==> src/kmvcd_pkg.sv <==
// Package for the key matrix vote and change detector.
// Holds the transfer payload types, the sequencer state type and fixed constants.
// No dependencies.
package kmvcd_pkg;

    localparam int SAMPLE_W      = 15;
    localparam int ROW_NUM_W     = 3;
    localparam int HASH_W        = 64;
    localparam int HASH_SHIFT_LO = 6;
    localparam int HASH_SHIFT_HI = 16;

    typedef struct packed {
        logic [SAMPLE_W-1:0] sample_first;
        logic [SAMPLE_W-1:0] sample_second;
        logic [SAMPLE_W-1:0] sample_third;
    } kmvcd_in_t;

    typedef struct packed {
        logic [ROW_NUM_W-1:0] row_number;
        logic [SAMPLE_W-1:0]  voted_keys;
        logic                 frame_end;
        logic [HASH_W-1:0]    frame_hash;
        logic                 frame_changed;
    } kmvcd_out_t;

    typedef enum logic [1:0] {
        ST_IDLE,
        ST_HASH,
        ST_FINISH
    } kmvcd_state_t;

endpackage

==> src/kmvcd_hash_step.sv <==
// One sdbm hash step: h' = bit + (h << 6) + (h << 16) - h, modulo 2^64.
// Depends on kmvcd_pkg for the hash width and shift amounts.
module kmvcd_hash_step
    import kmvcd_pkg::*;
(
    input  logic [HASH_W-1:0] hash_in,
    input  logic              bit_in,
    output logic [HASH_W-1:0] hash_out
);

    logic [HASH_W-1:0] bit_ext;

    assign bit_ext  = HASH_W'(bit_in);
    assign hash_out = bit_ext + (hash_in << HASH_SHIFT_LO) + (hash_in << HASH_SHIFT_HI)
                      - hash_in;

endmodule

==> src/key_matrix_vote_change_detect.sv <==
// Top level of the key matrix majority vote and frame change detector.
// Depends on kmvcd_pkg and kmvcd_hash_step.
//
//  Channel | Direction | Ports                       | Payload
//  --------+-----------+-----------------------------+--------------------------
//  s_      | in        | s_valid, s_ready, s_data    | three column samples
//  m_      | out       | m_valid, m_ready, m_data    | row, voted keys, hash, flags
//
// Each row passes through these steps in order: the transfer is taken, each
// column goes through the shared hash step unit in turn, and the frame hash
// is compared and the output register loaded. s_ready is high only while the
// sequencer is idle. Reset (aresetn, synchronous, active low) clears the row
// counter, the running and stored frame hashes and the output valid. If the
// output register still holds an untaken result, the sequencer waits in its
// final state until m_ready frees it.
module key_matrix_vote_change_detect
    import kmvcd_pkg::*;
#(
    parameter int ROW_COUNT    = 8,
    parameter int COLUMN_COUNT = 15
) (
    input  logic       aclk,
    input  logic       aresetn,
    input  logic       s_valid,
    output logic       s_ready,
    input  kmvcd_in_t  s_data,
    output logic       m_valid,
    input  logic       m_ready,
    output kmvcd_out_t m_data
);

    // Row and column counter widths; at least one bit each.
    localparam int ROW_W = (ROW_COUNT > 1) ? $clog2(ROW_COUNT) : 1;
    localparam int COL_W = (COLUMN_COUNT > 1) ? $clog2(COLUMN_COUNT) : 1;
    localparam logic [ROW_W-1:0] LAST_ROW = ROW_W'(ROW_COUNT - 1);
    localparam logic [COL_W-1:0] LAST_COL = COL_W'(COLUMN_COUNT - 1);
    // Columns beyond COLUMN_COUNT read as zero in the voted keys.
    localparam logic [SAMPLE_W-1:0] VOTE_MASK =
        (COLUMN_COUNT >= SAMPLE_W) ? {SAMPLE_W{1'b1}}
                                   : SAMPLE_W'((32'd1 << COLUMN_COUNT) - 32'd1);

    kmvcd_state_t state_reg, state_next;

    logic [ROW_W-1:0]    row_reg;
    logic [COL_W-1:0]    col_reg;
    logic [HASH_W-1:0]   hash_reg;
    logic [HASH_W-1:0]   last_hash_reg;
    logic [SAMPLE_W-1:0] vote_reg;
    logic [SAMPLE_W-1:0] shift_reg;
    kmvcd_out_t          out_reg;
    logic                m_valid_reg;

    logic [SAMPLE_W-1:0] vote;
    logic [HASH_W-1:0]   hash_stepped;
    logic                out_free;
    logic                load_item;
    logic                do_step;
    logic                finish;
    logic                last_row;

    // Two-of-three majority per column.
    assign vote = (s_data.sample_first & s_data.sample_second)
                | (s_data.sample_first & s_data.sample_third)
                | (s_data.sample_second & s_data.sample_third);

    // The shared hash unit consumes one column bit per cycle. The shift
    // register runs out of sample bits after the last input column and then
    // feeds zeros, which is what wider matrices hash for missing columns.
    kmvcd_hash_step u_hash_step (
        .hash_in  (hash_reg),
        .bit_in   (shift_reg[0]),
        .hash_out (hash_stepped)
    );

    assign out_free = !m_valid_reg || m_ready;
    assign last_row = (row_reg == LAST_ROW);

    // Sequencer: idle until a transfer arrives, then one hash step per column,
    // then a final state that, once the output is free, compares and publishes.
    always_comb begin
        state_next = state_reg;
        s_ready    = 1'b0;
        load_item  = 1'b0;
        do_step    = 1'b0;
        finish     = 1'b0;
        case (state_reg)
            ST_IDLE: begin
                s_ready = 1'b1;
                if (s_valid) begin
                    load_item  = 1'b1;
                    state_next = ST_HASH;
                end
            end
            ST_HASH: begin
                do_step = 1'b1;
                if (col_reg == LAST_COL) begin
                    state_next = ST_FINISH;
                end
            end
            ST_FINISH: begin
                if (out_free) begin
                    finish     = 1'b1;
                    state_next = ST_IDLE;
                end
            end
            default: begin
                state_next = ST_IDLE;
            end
        endcase
    end

    always_ff @(posedge aclk) begin
        if (!aresetn) begin
            state_reg <= ST_IDLE;
        end else begin
            state_reg <= state_next;
        end
    end

    // Control and state registers.
    always_ff @(posedge aclk) begin
        if (!aresetn) begin
            row_reg       <= '0;
            col_reg       <= '0;
            hash_reg      <= '0;
            last_hash_reg <= '0;
            m_valid_reg   <= 1'b0;
        end else begin
            if (load_item) begin
                col_reg <= '0;
                // The running hash starts over at the first row of a frame.
                if (row_reg == '0) begin
                    hash_reg <= '0;
                end
            end else if (do_step) begin
                col_reg  <= col_reg + COL_W'(1);
                hash_reg <= hash_stepped;
            end

            if (finish) begin
                m_valid_reg <= 1'b1;
                if (last_row) begin
                    last_hash_reg <= hash_reg;
                    row_reg       <= '0;
                end else begin
                    row_reg <= row_reg + ROW_W'(1);
                end
            end else if (m_ready) begin
                m_valid_reg <= 1'b0;
            end
        end
    end

    // Payload registers; they need no reset.
    always_ff @(posedge aclk) begin
        if (load_item) begin
            vote_reg  <= vote & VOTE_MASK;
            shift_reg <= vote;
        end else if (do_step) begin
            shift_reg <= shift_reg >> 1;
        end

        if (finish) begin
            out_reg.row_number    <= ROW_NUM_W'(row_reg);
            out_reg.voted_keys    <= vote_reg;
            out_reg.frame_end     <= last_row;
            out_reg.frame_hash    <= hash_reg;
            out_reg.frame_changed <= last_row && (hash_reg != last_hash_reg);
        end
    end

    assign m_valid = m_valid_reg;
    assign m_data  = out_reg;

endmodule

==> config.mk <==
export PLATFORM = sky130hd
export DESIGN_NAME = key_matrix_vote_change_detect
export DESIGN_NICKNAME = d
export VERILOG_FILES = /design/src/kmvcd_pkg.sv /design/src/kmvcd_hash_step.sv /design/src/key_matrix_vote_change_detect.sv
export SDC_FILE = /design/constraint.sdc
export NUM_CORES = 1
export LEC_CHECK = 0
export BUFFER_PORTS_ARGS = -buffer_cell sky130_fd_sc_hd__buf_2
export CORE_MARGIN = 1
export CORE_UTILIZATION = 35
export CTS_BUF_LIST = sky130_fd_sc_hd__clkbuf_16
export DETAILED_ROUTE_END_ITERATION = 7
export PLACE_DENSITY = 0.63
export SYNTH_ARGS = -nofsm -noshare
export SYNTH_HDL_FRONTEND = slang
export SYNTH_SLANG_ARGS = --single-unit
==> constraint.sdc <==
create_clock -name aclk -period 11.2 [get_ports aclk]
set_input_delay 1.12 -clock aclk [delete_from_list [all_inputs] [get_ports aclk]]
set_output_delay 1.12 -clock aclk [all_outputs]
set_load 0.05 [all_outputs]
; ---- Word level (Yosys, flattened, before mapping)
; Index checks and enable logic that the tools add are counted.
[op_classes]
muxes = 18
n_reduce_logical = 11
addsub = 5
bitwise = 6
n_eq_ne = 9
[ops]
columns = operator, n
row1 = 2-to-1 mux 64 bit, 3
row2 = adder 1 x 64 -> 64 bit, 1
row3 = adder 64 bit, 1
row4 = != test 64 bit, 1
row5 = subtractor 64 bit, 1
row6 = bitwise AND 15 bit, 3
row7 = 2-to-1 mux 15 bit, 2
row8 = bitwise OR 15 bit, 2
row9 = 2-to-1 mux 1 bit, 8
row10 = 2-to-1 mux 2 bit, 3
row11 = "!= test 2 bit, second input constant", 3
row12 = case mux 2 bit (3 select lines), 1
row13 = "adder 4 x 1 -> 4 bit, second input constant", 1
row14 = "== test 4 bit, second input constant", 1
row15 = AND reduction 2 bit, 2
row16 = nonzero test 2 bit, 2
row17 = "adder 3 x 1 -> 3 bit, second input constant", 1
row18 = "== test 3 bit, second input constant", 1
row19 = zero test 3 bit, 1
row20 = 2-to-1 mux 3 bit, 1
row21 = AND reduction 3 bit, 1
row22 = "== test 2 x 1 -> 1 bit, second input constant", 1
row23 = "== test 2 bit, second input constant", 1
row24 = zero test 2 bit, 1
row25 = other kinds (6), 6
[word_totals]
regBits = 252
input_bits = 49
out_inout_bits = 86

; ---- Logic depth before layout (Yosys ltp)
; Gate-level depths: netlist (run 1).
[depth]
ltp_word = 5
ltp_mapped = 15
ltp_nobuf = 14

; ---- By module
; From an unflattened synthesis (run 1), not the netlist that was laid out.
[unflattened]
hier_cells = 1537
hier_area_um2 = 14970.6
[by_module_without_submodules]
columns = mod, seq_area_each_um2, cells_per_inst, area_each_um2, n_inst
row1 = key_matrix_vote_change_detect, 6185.9, 779, 9587.9, 1
row2 = kmvcd_hash_step, 0.0, 758, 5382.7, 1

; ---- Worst setup path after synthesis (run 1)
; No wires, ideal clock.
[synth_timing]
kind = input-to-reg
startpoint = in m_ready
endpoint = reg last_hash_reg[10]
required_ns = 11.078
arrival_time_ns = 4.981
setup_slack_ns = 6.097
n_path_buf = 2
path_stages = 7
path_cell_list = nand2b_1 > nor2b_1 > clkbuf_1 > nand2_1 > clkbuf_1 > nand2_1 > a21boi_0
[synth_between]
elab_chain_len = 4
[synth_rtl]
columns = item, line
row1 = "start, declared", key_matrix_vote_change_detect.sv:28  ; input logic m_ready,
row2 = logical OR 1 bit, key_matrix_vote_change_detect.sv:75  ; assign out_free = !m_valid_reg || m_ready;
row3 = 2-to-1 mux 1 bit, key_matrix_vote_change_detect.sv:101  ; if (out_free) begin
row4 = 2-to-1 mux 1 bit, key_matrix_vote_change_detect.sv:86  ; case (state_reg)
row5 = via finish, key_matrix_vote_change_detect.sv:58  ; logic finish;
row6 = AND reduction 2 bit (no line), n/a
row7 = "end signal, assigned", key_matrix_vote_change_detect.sv:143  ; last_hash_reg <= hash_reg;
row8 = "end, declared", key_matrix_vote_change_detect.sv:47  ; logic [HASH_W-1:0] last_hash_reg;
; The timed path passes the listed nets, and every way through them passes these cells.
; A chain may end at the register's enable or synchronous reset.

; ---- Worst setup path after layout (run 1)
[layout_timing]
startpoint = reg hash_reg[4]
endpoint = reg hash_reg[63]
[layout_between]
elab_chain_len = 5
[layout_rtl]
columns = item, line
row1 = "start, declared", key_matrix_vote_change_detect.sv:46  ; logic [HASH_W-1:0] hash_reg;
row2 = "start signal, assigned", key_matrix_vote_change_detect.sv:137  ; hash_reg <= hash_stepped;
row3 = adder 1 x 64 -> 64 bit, kmvcd_hash_step.sv:14  ; assign hash_out = bit_ext + (hash_in << HASH_SHIFT_LO) + (hash_in << HASH_SHIFT_HI)
row4 = adder 64 bit, kmvcd_hash_step.sv:14
row5 = subtractor 64 bit (*), kmvcd_hash_step.sv:15  ; - hash_in;
row6 = 2-to-1 mux 64 bit (*), key_matrix_vote_change_detect.sv:135  ; end else if (do_step) begin
row7 = 2-to-1 mux 64 bit (*), key_matrix_vote_change_detect.sv:129  ; if (load_item) begin
; Mark *: on every way between the ends. The rest lies on a longest branch, timed or not. The select of a mux whose other input is x is not followed.

==> results.md, run 1 <==
* Critical Path End Type: register
* Top-area cell type share of the netlist area at approximately a quarter
* Synthesized area per cell at 9.65 um^2
* Yosys Warn Count at 0
* Synthesized cell area at 14500 um^2
* CTS root buf: clkbuf_16
* Leading post-synthesis cells by cell area: edfxtp_1 (24%), dfxtp_1 (19%), fa_1 (6.5%)
* Status: complete, no violations
* Crit path max-delay family: compound AO/OA/AOI/OAI gates
* Main combinational cell family by area after synthesis: compound AO/OA/AOI/OAI gates
* H-tree Lvls at 1
* Vias in the first global route at 11.1k
* Die Span Y at 206 um
* 1st-pass router iterations at 5
* Netlist cell types at 71
* Largest net degree at the start of global routing at 74
* Grt ovf at 0
* Maxcap violations at 0
* Post-CTS setup buffer count at 0
* RSZ-0062 raised after global routing: no
* WL final at 41200 um
* CTS Buf Count at 28
* Initial drt markers at roughly 780
* Synth Flop Type: dfxtp_1
* Worst R2R Start: hash_reg[4]
* Fillcell total at 3983
* Worst R2R Setup Slack at 6710 ps
* Post-synthesis adder-cell area fraction at around 14%
* Critical path class: reg2reg
* Setup crit start: hash_reg[4]
* Ant. Diodes at 0
* Hold WC Path Type: reg2reg
* Number of flip-flops in the largest register at 84
* DR WL/cell at 19.0 um
* Final nets at 1782
* XOR/XNOR Fraction of Synth Area at 7.61%
* CTS tree: yes
* Worst skew pair latency at 590 ps
* Startpoint types: register
* I/O Buffers at 134
* Final cell count without fillers at roughly 2.2k
* Via count at 11.1k
* Period minus WS final at 4490 ps
* Drt via density at between 5 and 6
* Register area at a little over 6000 um^2
* CP max FO at 8
* Crit path buffers/inverters at 2
* Final RePlAce weighted congestion at 0.928
* Syn Inst Count at between 1.5k and 2k
* Synthesized net count at 1673
* Initial antenna violation count at 0
* Area growth, synth to finish at 14.0%
* Multi-input logic area at 7450 um^2
* Slew Viols, Final at 0
* Setup TNS at 0 ps
* Clock Skews at 40.8 ps
* Reg2reg end: hash_reg[63]
* Hold_ws at between 400 and 500 ps
* WP data required at 11640 ps
* Fin crit share at 40.1%
* Synth Area in Compound Gates at 14.9%
* Hold Vio Cnt, Final at 0
* Slew HR at 37.4%
* Worst-margin pin slew at about 940 ps
* Hold-fix buffers, CTS at 0
* Stages on the worst setup path at 14
* IO Count at 135
* Core area at 40800 um^2
* CTS Buffer Depth at 3
* Reg clk slew, reported paths at 60 ps
* Largest stage delay on the critical path at 580 ps
* Total GRT Usage at between 10% and 20%
* Simple-gate share of the synthesized area at 13.3%
* Worst-path cell chain: inv_1 -> fa_1 -> inv_1 -> ha_1 -> a21oi_1 -> o221ai_1 -> a21oi_1 -> nor2_1 -> a211oi_1 -> o21ai_2 -> a31oi_2 -> or4_4 -> mux2i_1 -> nand3_1
* Yosys reg bits at approximately 250
* DP HPWL at 31200 um
* Post-synthesis sequential area ratio at 42.6%
* Post-CTS sizing at 0
* First-pass GRT wire length at 63900 um
* Initial Util at 35.5%
* Reg2Reg Depth at 14
* Achievable Freq at 223 MHz
* DRT antenna net count at 0
* Asr flop ratio synth at 0%
* Row cnt at 74
* # DRC at 0
* Post-synth EDFFs at around 110
* Cell taking the most area after synthesis: edfxtp_1
* Fraction of layout cells with a size suffix above 1 at around an eighth
* CTS Sinks at 252
* Mux cell area share after synthesis at 1.43%
* Endpoints failing setup at 0
* Crit path max-delay cell type: dfxtp_1
* Die outline area at ~42000 um^2
* Die Width at roughly 210 um
* Worst Setup EP: hash_reg[63]
* Crit path DAT at between 4000 and 5000 ps
* Post-placement cell count at 2114
[per-layer routing]
| layer | up-vias | share of wire [%] | global-route usage, % |
|---|---|---|---|
| met5 | - | 0 | 0 |
| met4 | 0 | 3.2 | 7.09 |
| met3 | 69 | 4.4 | 2.44 |
| met2 | 269 | 48 | 33.2 |
| met1 | 5436 | 45 | 25.7 |
| li1 | 5344 | - | - |
[cell usage after synthesis, types with 14 or more instances]
library cell / instances
a21boi_0: 67
a21o_1: 18
a21oi_1: 74
a22oi_1: 29
clkbuf_1: 58
dfxtp_1: 138
edfxtp_1: 114
fa_1: 47
ha_1: 74
inv_1: 169
maj3_1: 15
mux2_2: 14
nand2_1: 214
nand3_1: 21
nand4_1: 28
nor2_1: 41
nor2b_1: 40
o21ai_0: 64
xnor2_1: 71
xor2_1: 55
[final cells by class]
class,count,share of cell area (%)
inverters,169,3.84
clock inverters,22,0.764
multi-input cells,1016,45.0
clock buffers,29,4.39
repair buffers,145,4.55
flip-flops and latches,252,37.4
well taps,532,4.02
[worst min-delay path by stage]
stage | start | depth (start not counted) | to
after global routing | vote_reg[5] | 0 | m_data[71]
after detailed placement | vote_reg[8] | 0 | m_data[74]
after floorplan | vote_reg[0] | 0 | m_data[66]
after global placement | vote_reg[13] | 0 | m_data[79]
final | vote_reg[14] | 0 | m_data[80]
after CTS | vote_reg[8] | 0 | m_data[74]
[per-stage QoR]
step           setup slack [ps]  instance area, um^2  util [%]
2_1_floorplan              6100                14500         -
3_3_place_gp               6850                15700      38.4
3_5_place_dp               6850                15700      38.4
4_1_cts                    6780                16500      40.5
5_1_grt                    6390                16500      40.5
6_report                   6710                16500      40.5
[placed cells by master, fill, tap and decap left out, types with 21 or more instances in the layout]
master     instances
a21boi_0          67
a21oi_1           74
a22oi_1           29
buf_2            134
clkbuf_16         29
dfxtp_1          138
edfxtp_1         114
fa_1              47
ha_1              74
inv_1            179
nand2_1          213
nand3_1           21
nand4_1           28
nor2_1            41
nor2b_1           38
o21ai_0           64
xnor2_1           71
xor2_1            55
[kinds of logic (layout without fill, tap and decap cells)]
logic type	Yosys count	in the layout
AOI/OAI and AO/OA	325	325
xor gates and xnor gates	126	126
adders and majority gates	136	136
buffers and inverters	235	365
DFF	252	252
muxes	19	19
and+or+nand+nor	410	410
Power of run 1 is not shown: default switching activity piles up to over one toggle a cycle in this logic, so the estimate is an artifact.
==> run 2, diff against run 1 <==
ABC_AREA = 1   (was not set)
PLACE_DENSITY = 0.64   (was 0.63)
clock period = 3.74 ns   (was 11.2 ns; I/O delays follow)
==> run 2 against run 1 <==
Sequential share of layout area down 5.1 points. Utilization rose by 0.60 points. Global-route usage rose by 3.7 points. Cell count up 41%. Register-to-register slack lost 6500 ps. Flip-flop and latch count is the same. Clock skew down 11 ps. Critical path depth unchanged. Non-clock buffer count increased by 52. First-iteration DRC count grew 70%. Count of clock-buffer cells in the layout down 2.
==> results.md, run 2 <==
* Netlist cell types at 45
* Via count at around 15k
* CTS Sinks at 252
* Crit path max-delay family: simple AND/OR/NAND/NOR gates
* Leading post-synthesis cells by cell area: edfxtp_1 (21%), dfxtp_1 (17%), nand2_1 (16%)
* DRT antenna net count at 0
* CTS root buf: clkbuf_16
* Cell taking the most area after synthesis: edfxtp_1
* Crit path buffers/inverters at 3
* Startpoint types: register
* Slew HR at 45.7%
* Grt ovf at 0
* Critical path class: reg2reg
* Worst R2R Setup Slack at 260 ps
* RSZ-0062 raised after global routing: no
* # DRC at 0
* Total GRT Usage at 23.4%
* Most frequent CP cell: nand2_1
* Most common cell after layout, fill and taps aside: nand2_1
* Hold Vio Cnt, Final at 0
* CTS Buf Count at 26
* Final nets at 2604
* Reg clk slew, reported paths at around 60 ps
* Maxcap violations at 0
* Top-area cell type share of the netlist area at 20.7%
* Vias in the first global route at roughly 14k
* Worst-margin pin slew at 814 ps
* Yosys reg bits at 252
* Die outline area at 48200 um^2
* Initial Util at 35.6%
* CTS tree: yes
* Number of flip-flops in the largest register at 84
* Commonest cells after routing, fill and taps aside: nand2_1 (686), inv_1 (436), a21oi_1 (194), dfxtp_1 (138), buf_2 (134)
* Hold Startpoint: m_ready
* Area growth, synth to finish at 15.6%
* Asr flop ratio synth at 0%
* Largest stage delay on the critical path at roughly 560 ps
* Synthesized net count at 2425
* Initial antenna violation count at 1
* Worst skew pair latency at approximately 550 ps
* Initial drt markers at 1321
* Crit path max-delay cell type: fa_1
* Most instantiated cells after synthesis: nand2_1 (686), inv_1 (433), a21oi_1 (194)
* Worst R2R Start: hash_reg[10]
* Fraction of layout cells with a size suffix above 1 at 14.5%
* Crit path DAT at slightly below 4000 ps
* 1st-pass router iterations at 5
* Synth Flop Type: dfxtp_1
* Reg2Reg Depth at 14
* Hold_ws at 123 ps
* Worst-path cell chain: inv_1 -> fa_1 -> inv_1 -> ha_1 -> nand2_1 -> nor2_1 -> nand2_1 -> inv_1 -> a21oi_1 -> nand2_1 -> nand2_1 -> nand3_1 -> nand3_1 -> a21oi_1
* WHS Path Cells at 4
* CP max FO at 6
* Reg2reg end: hash_reg[46]
* WL final at approximately 57000 um
* Hold WC Path Type: in2reg
* Post-synth EDFFs at 114
* Die Width at 219 um
* Yosys Warn Count at 0
* WP data required at 4200 ps
* Clock Skews at between 20 and 30 ps
* Setup TNS at 0 ps
* Hold Crit Endpoint: state_reg[1]
* CTS Buffer Depth at 3
* Post-CTS sizing at 0
* Multi-input logic area at ~8500 um^2
* IO Count at 135
* Synthesized cell area at roughly 17000 um^2
* Die Span Y at 219 um
* Row cnt at 79
* Largest net degree at the start of global routing at 126
* Final RePlAce weighted congestion at 1.01
* Core area at 46600 um^2
* Status: complete, no violations
* Hold-fix buffers, CTS at 0
* DR WL/cell at 18.7 um
* Achievable Freq at 287 MHz
* Slew Viols, Final at 0
* Fillcell total at between 4k and 5k
* Period minus WS final at 3480 ps
* Endpoints failing setup at 0
* Critical Path End Type: register
* Syn Inst Count at 2255
* Drt via density at 5.01
* Ant. Diodes at 0
* Fin crit share at ~93%
* Register area at 6190 um^2
* First-pass GRT wire length at about 84000 um
* DP HPWL at roughly 46000 um
* I/O Buffers at about 130
* Top-count cell post-synth: nand2_1
* H-tree Lvls at 1
* Post-synthesis sequential area ratio at roughly 37%
* Post-CTS setup buffer count at 0
* Synthesized area per cell at between 7 and 8 um^2
## run 2: cell types whose count changed in the layout (fill, tap and decap cells not counted), moves of 29 or more
cell and change:
nand2_1 +473, inv_1 +257, a21oi_1 +120, nand3_1 +99, a21boi_0 -67, nor2_1 +52, buf_4 +51, xor2_1 -51
nand2_2 +39, nor2b_1 -38, xnor2_1 -31, a22oi_1 -29
## run 2: metal layers
layer	global-route usage (%)	wire length, um
met1	29.9	24100
met2	38.5	26300
met3	3.42	3870
met4	11.3	3060
met5	0	16
## run 2: through the flow
step	instances	worst slack [ps]	util (%)	cell area, um^2
finish	3061	258	41.1	19100
global route	3061	77.8	41.1	19100
CTS	3061	294	41.1	19100
detailed placement	3013	337	39.2	18300
global placement	3013	330	39.2	18300
floorplan	2255	1180	-	16600
## run 2: kinds of logic after synthesis
logic type / Yosys count / synth area share (%)
xor gates and xnor gates: 44 / 2.33
buffers and inverters: 500 / 11.5
DFF: 252 / 37.4
AOI/OAI and AO/OA: 267 / 8.40
adders and majority gates: 135 / 12.1
and+or+nand+nor: 1057 / 28.3
## run 2: how the worst max path moves through the flow
stage,start,end,slack [ps],cells after the start
final,hash_reg[10],hash_reg[46],260,14
after global routing,hash_reg[10],hash_reg[46],80,14
after CTS,hash_reg[10],hash_reg[46],290,14
after detailed placement,hash_reg[10],hash_reg[62],340,15
after global placement,hash_reg[10],hash_reg[62],330,15
after floorplan,m_valid,m_data[0],1180,6
## run 2: final cells by class
class | instances | share of cell area (%)
clock buffers | 27 | 3.53
inverters | 454 | 8.94
well taps | 607 | 3.97
flip-flops and latches | 252 | 32.3
multi-input cells | 1503 | 44.2
clock inverters | 21 | 0.987
repair buffers | 197 | 6.04
## run 2: tightest hold or removal path, stage by stage
cell	delay [ps]
buf_2	80
nor2_1	40
nand2_1	60
a21oi_1	50
Power of run 2 is left out for the same reason.
==> run 3, diff against run 2 <==
PLACE_DENSITY = not set   (was 0.64)
PLACE_DENSITY_LB_ADDON = 0.2   (was not set)
==> run 3 against run 2 <==
Sequential share of layout area rose by 0.18 points. Via count shrank 3.1%. Flip-flop and latch count unchanged. First-iteration DRC count decreased by 8.9%. Critical path depth is 1 lower. Fmax rose by 2.8%. Cell count fell by 0.23%. Global-route usage hardly changed. Count of clock-buffer cells in the layout unchanged. Hold slack about the same. Setup slack improved by 94 ps. Critical endpoint is now hash_reg[27]. Non-clock buffer count decreased by 9.
==> results.md, run 3 (synthesis gave the netlist of run 2 again) <==
* Fin worst setup slack at roughly 350 ps
* Post-CTS sizing at 0
* Status: complete, no violations
* # DRC at 0
* Die outline area at slightly below 50000 um^2
* WP data required at 4220 ps
* Hold Startpoint: m_ready
* 1st-pass router iterations at 6
* Startpoint types: register
* Die Width at 219 um
* Final RePlAce weighted congestion at just over 1
* Ant. Diodes at 0
* RSZ-0062 raised after global routing: no
* CP max FO at 6
* Fraction of layout cells with a size suffix above 1 at 14.1%
* WL final at roughly 57000 um
* Endpoints failing setup at 0
* Worst skew pair latency at ~560 ps
* Slew Viols, Final at 0
* Most common cell after layout, fill and taps aside: nand2_1
* CTS Buffer Depth at 3
* CTS Sinks at 252
* Initial drt markers at 1204
* Hold Vio Cnt, Final at 0
* WHS Path Cells at 4
* CTS tree: yes
* Worst R2R Setup Slack at roughly 350 ps
* Tot Pwr at 19.6 mW
* Max IR drop VDD at 0.000473 V
* Reg2Reg Depth at 13
* Reg2reg end: hash_reg[27]
* Commonest cells after routing, fill and taps aside: nand2_1 (686), inv_1 (443), a21oi_1 (194), dfxtp_1 (138), buf_2 (134)
* Pwr/cell area at 1030 nW/um^2
* First-pass GRT wire length at ~84000 um
* Die Span Y at ~220 um
* DRT antenna net count at 0
* Slew HR at between 50 and 60%
* Period minus WS final at 3390 ps
* DP HPWL at 45700 um
* Largest stage delay on the critical path at 550 ps
* Critical Path End Type: register
* Setup TNS at 0 ps
* Number of flip-flops in the largest register at 84
* Maxcap violations at 0
* I/O Buffers at around 130
* Final nets at between 2k and 3k
* Post-CTS setup buffer count at 0
* Hold Crit Endpoint: state_reg[1]
* DR WL/cell at 18.6 um
* Worst R2R Start: hash_reg[5]
* Hold-fix buffers, CTS at 0
* Core area at between 40000 and 50000 um^2
* Worst-margin pin slew at 705 ps
* Final core utilization at between 40% and 50%
* Critical path class: reg2reg
* Achievable Freq at just under 300 MHz
* Largest net degree at the start of global routing at 63
* CTS root buf: clkbuf_16
* IO Count at 135
* Crit path DAT at 3870 ps
* Total GRT Usage at 23.4%
* Initial antenna violation count at 1
* Crit path max-delay cell type: fa_1
* Clock Skews at 32.7 ps
* Initial Util at 35.6%
* Via count at around 15k
* H-tree Lvls at 1
* Pre-CTS setup slack at 377 ps
* Reg clk slew, reported paths at 70 ps
* Hold WC Path Type: in2reg
* Area growth, synth to finish at 15.0%
* Fin crit share at between 90% and 100%
* CTS Buf Count at 27
* Drt via density at 4.87
* Pleak at just under 9 nW
* Worst-path cell chain: inv_2 -> fa_1 -> inv_1 -> ha_1 -> nand2_1 -> inv_1 -> nand2_1 -> nand2_1 -> a21oi_1 -> nand3_1 -> a21oi_1 -> o21ai_0 -> a21oi_1
* Grt ovf at 0
* Vias in the first global route at 13.9k
* Row cnt at ~80
## run 3: stage by stage
| step | instances | hold slack [ps] | cell area (um^2) |
|---|---|---|---|
| floorplan | 2255 | 400 | 16600 |
| global placement | 3004 | 402 | 18200 |
| detailed placement | 3004 | 405 | 18200 |
| CTS | 3054 | 113 | 19000 |
| global route | 3054 | 133 | 19000 |
| finish | 3054 | 124 | 19000 |
## run 3: final cells by class
type                       instances  area, um^2
inverter                         454        1710
fill                            4835       27500
multi-input combinational       1503        8460
clock buffer                      27         676
timing repair buffer             188        1100
clock inverter                    23         138
tap                              607         759
sequential                       252        6190
## run 3: report_power, final
part / internal (mW) / total [mW] / switching, mW
combinational: 4.17 / 13.8 / 9.62
clock: 1.38 / 2.52 / 1.13
sequential: 3.14 / 3.33 / 0.193
## run 3: worst max-delay path: cells and delay by family (launching register included)
family,cells,cell delay (ps)
AOI/OAI and AO/OA,4,1000
DFF,1,520
adders and majority gates,2,900
and+or+nand+nor,4,640
buffers and inverters,3,240
## run 3: routing by layer
metal  GRT usage, %  wire [um]  vias up
met5              0          8        -
met4           9.17       2380        2
met3           3.41       3320      111
met2           38.4      26100      441
met1           30.8      24900     6912
li1               -          -     7406
## run 3: worst max path at each step
stage	startpoint	to	slack, ps	cells past startpoint
floorplan	m_valid	m_data[0]	1180	6
global placement	hash_reg[2]	hash_reg[24]	370	12
detailed placement	hash_reg[2]	hash_reg[24]	380	12
CTS	hash_reg[2]	hash_reg[24]	370	12
global route	hash_reg[37]	hash_reg[49]	190	12
finish	hash_reg[5]	hash_reg[27]	350	13
No activity file was read; power rests on OpenSTA's default activity.
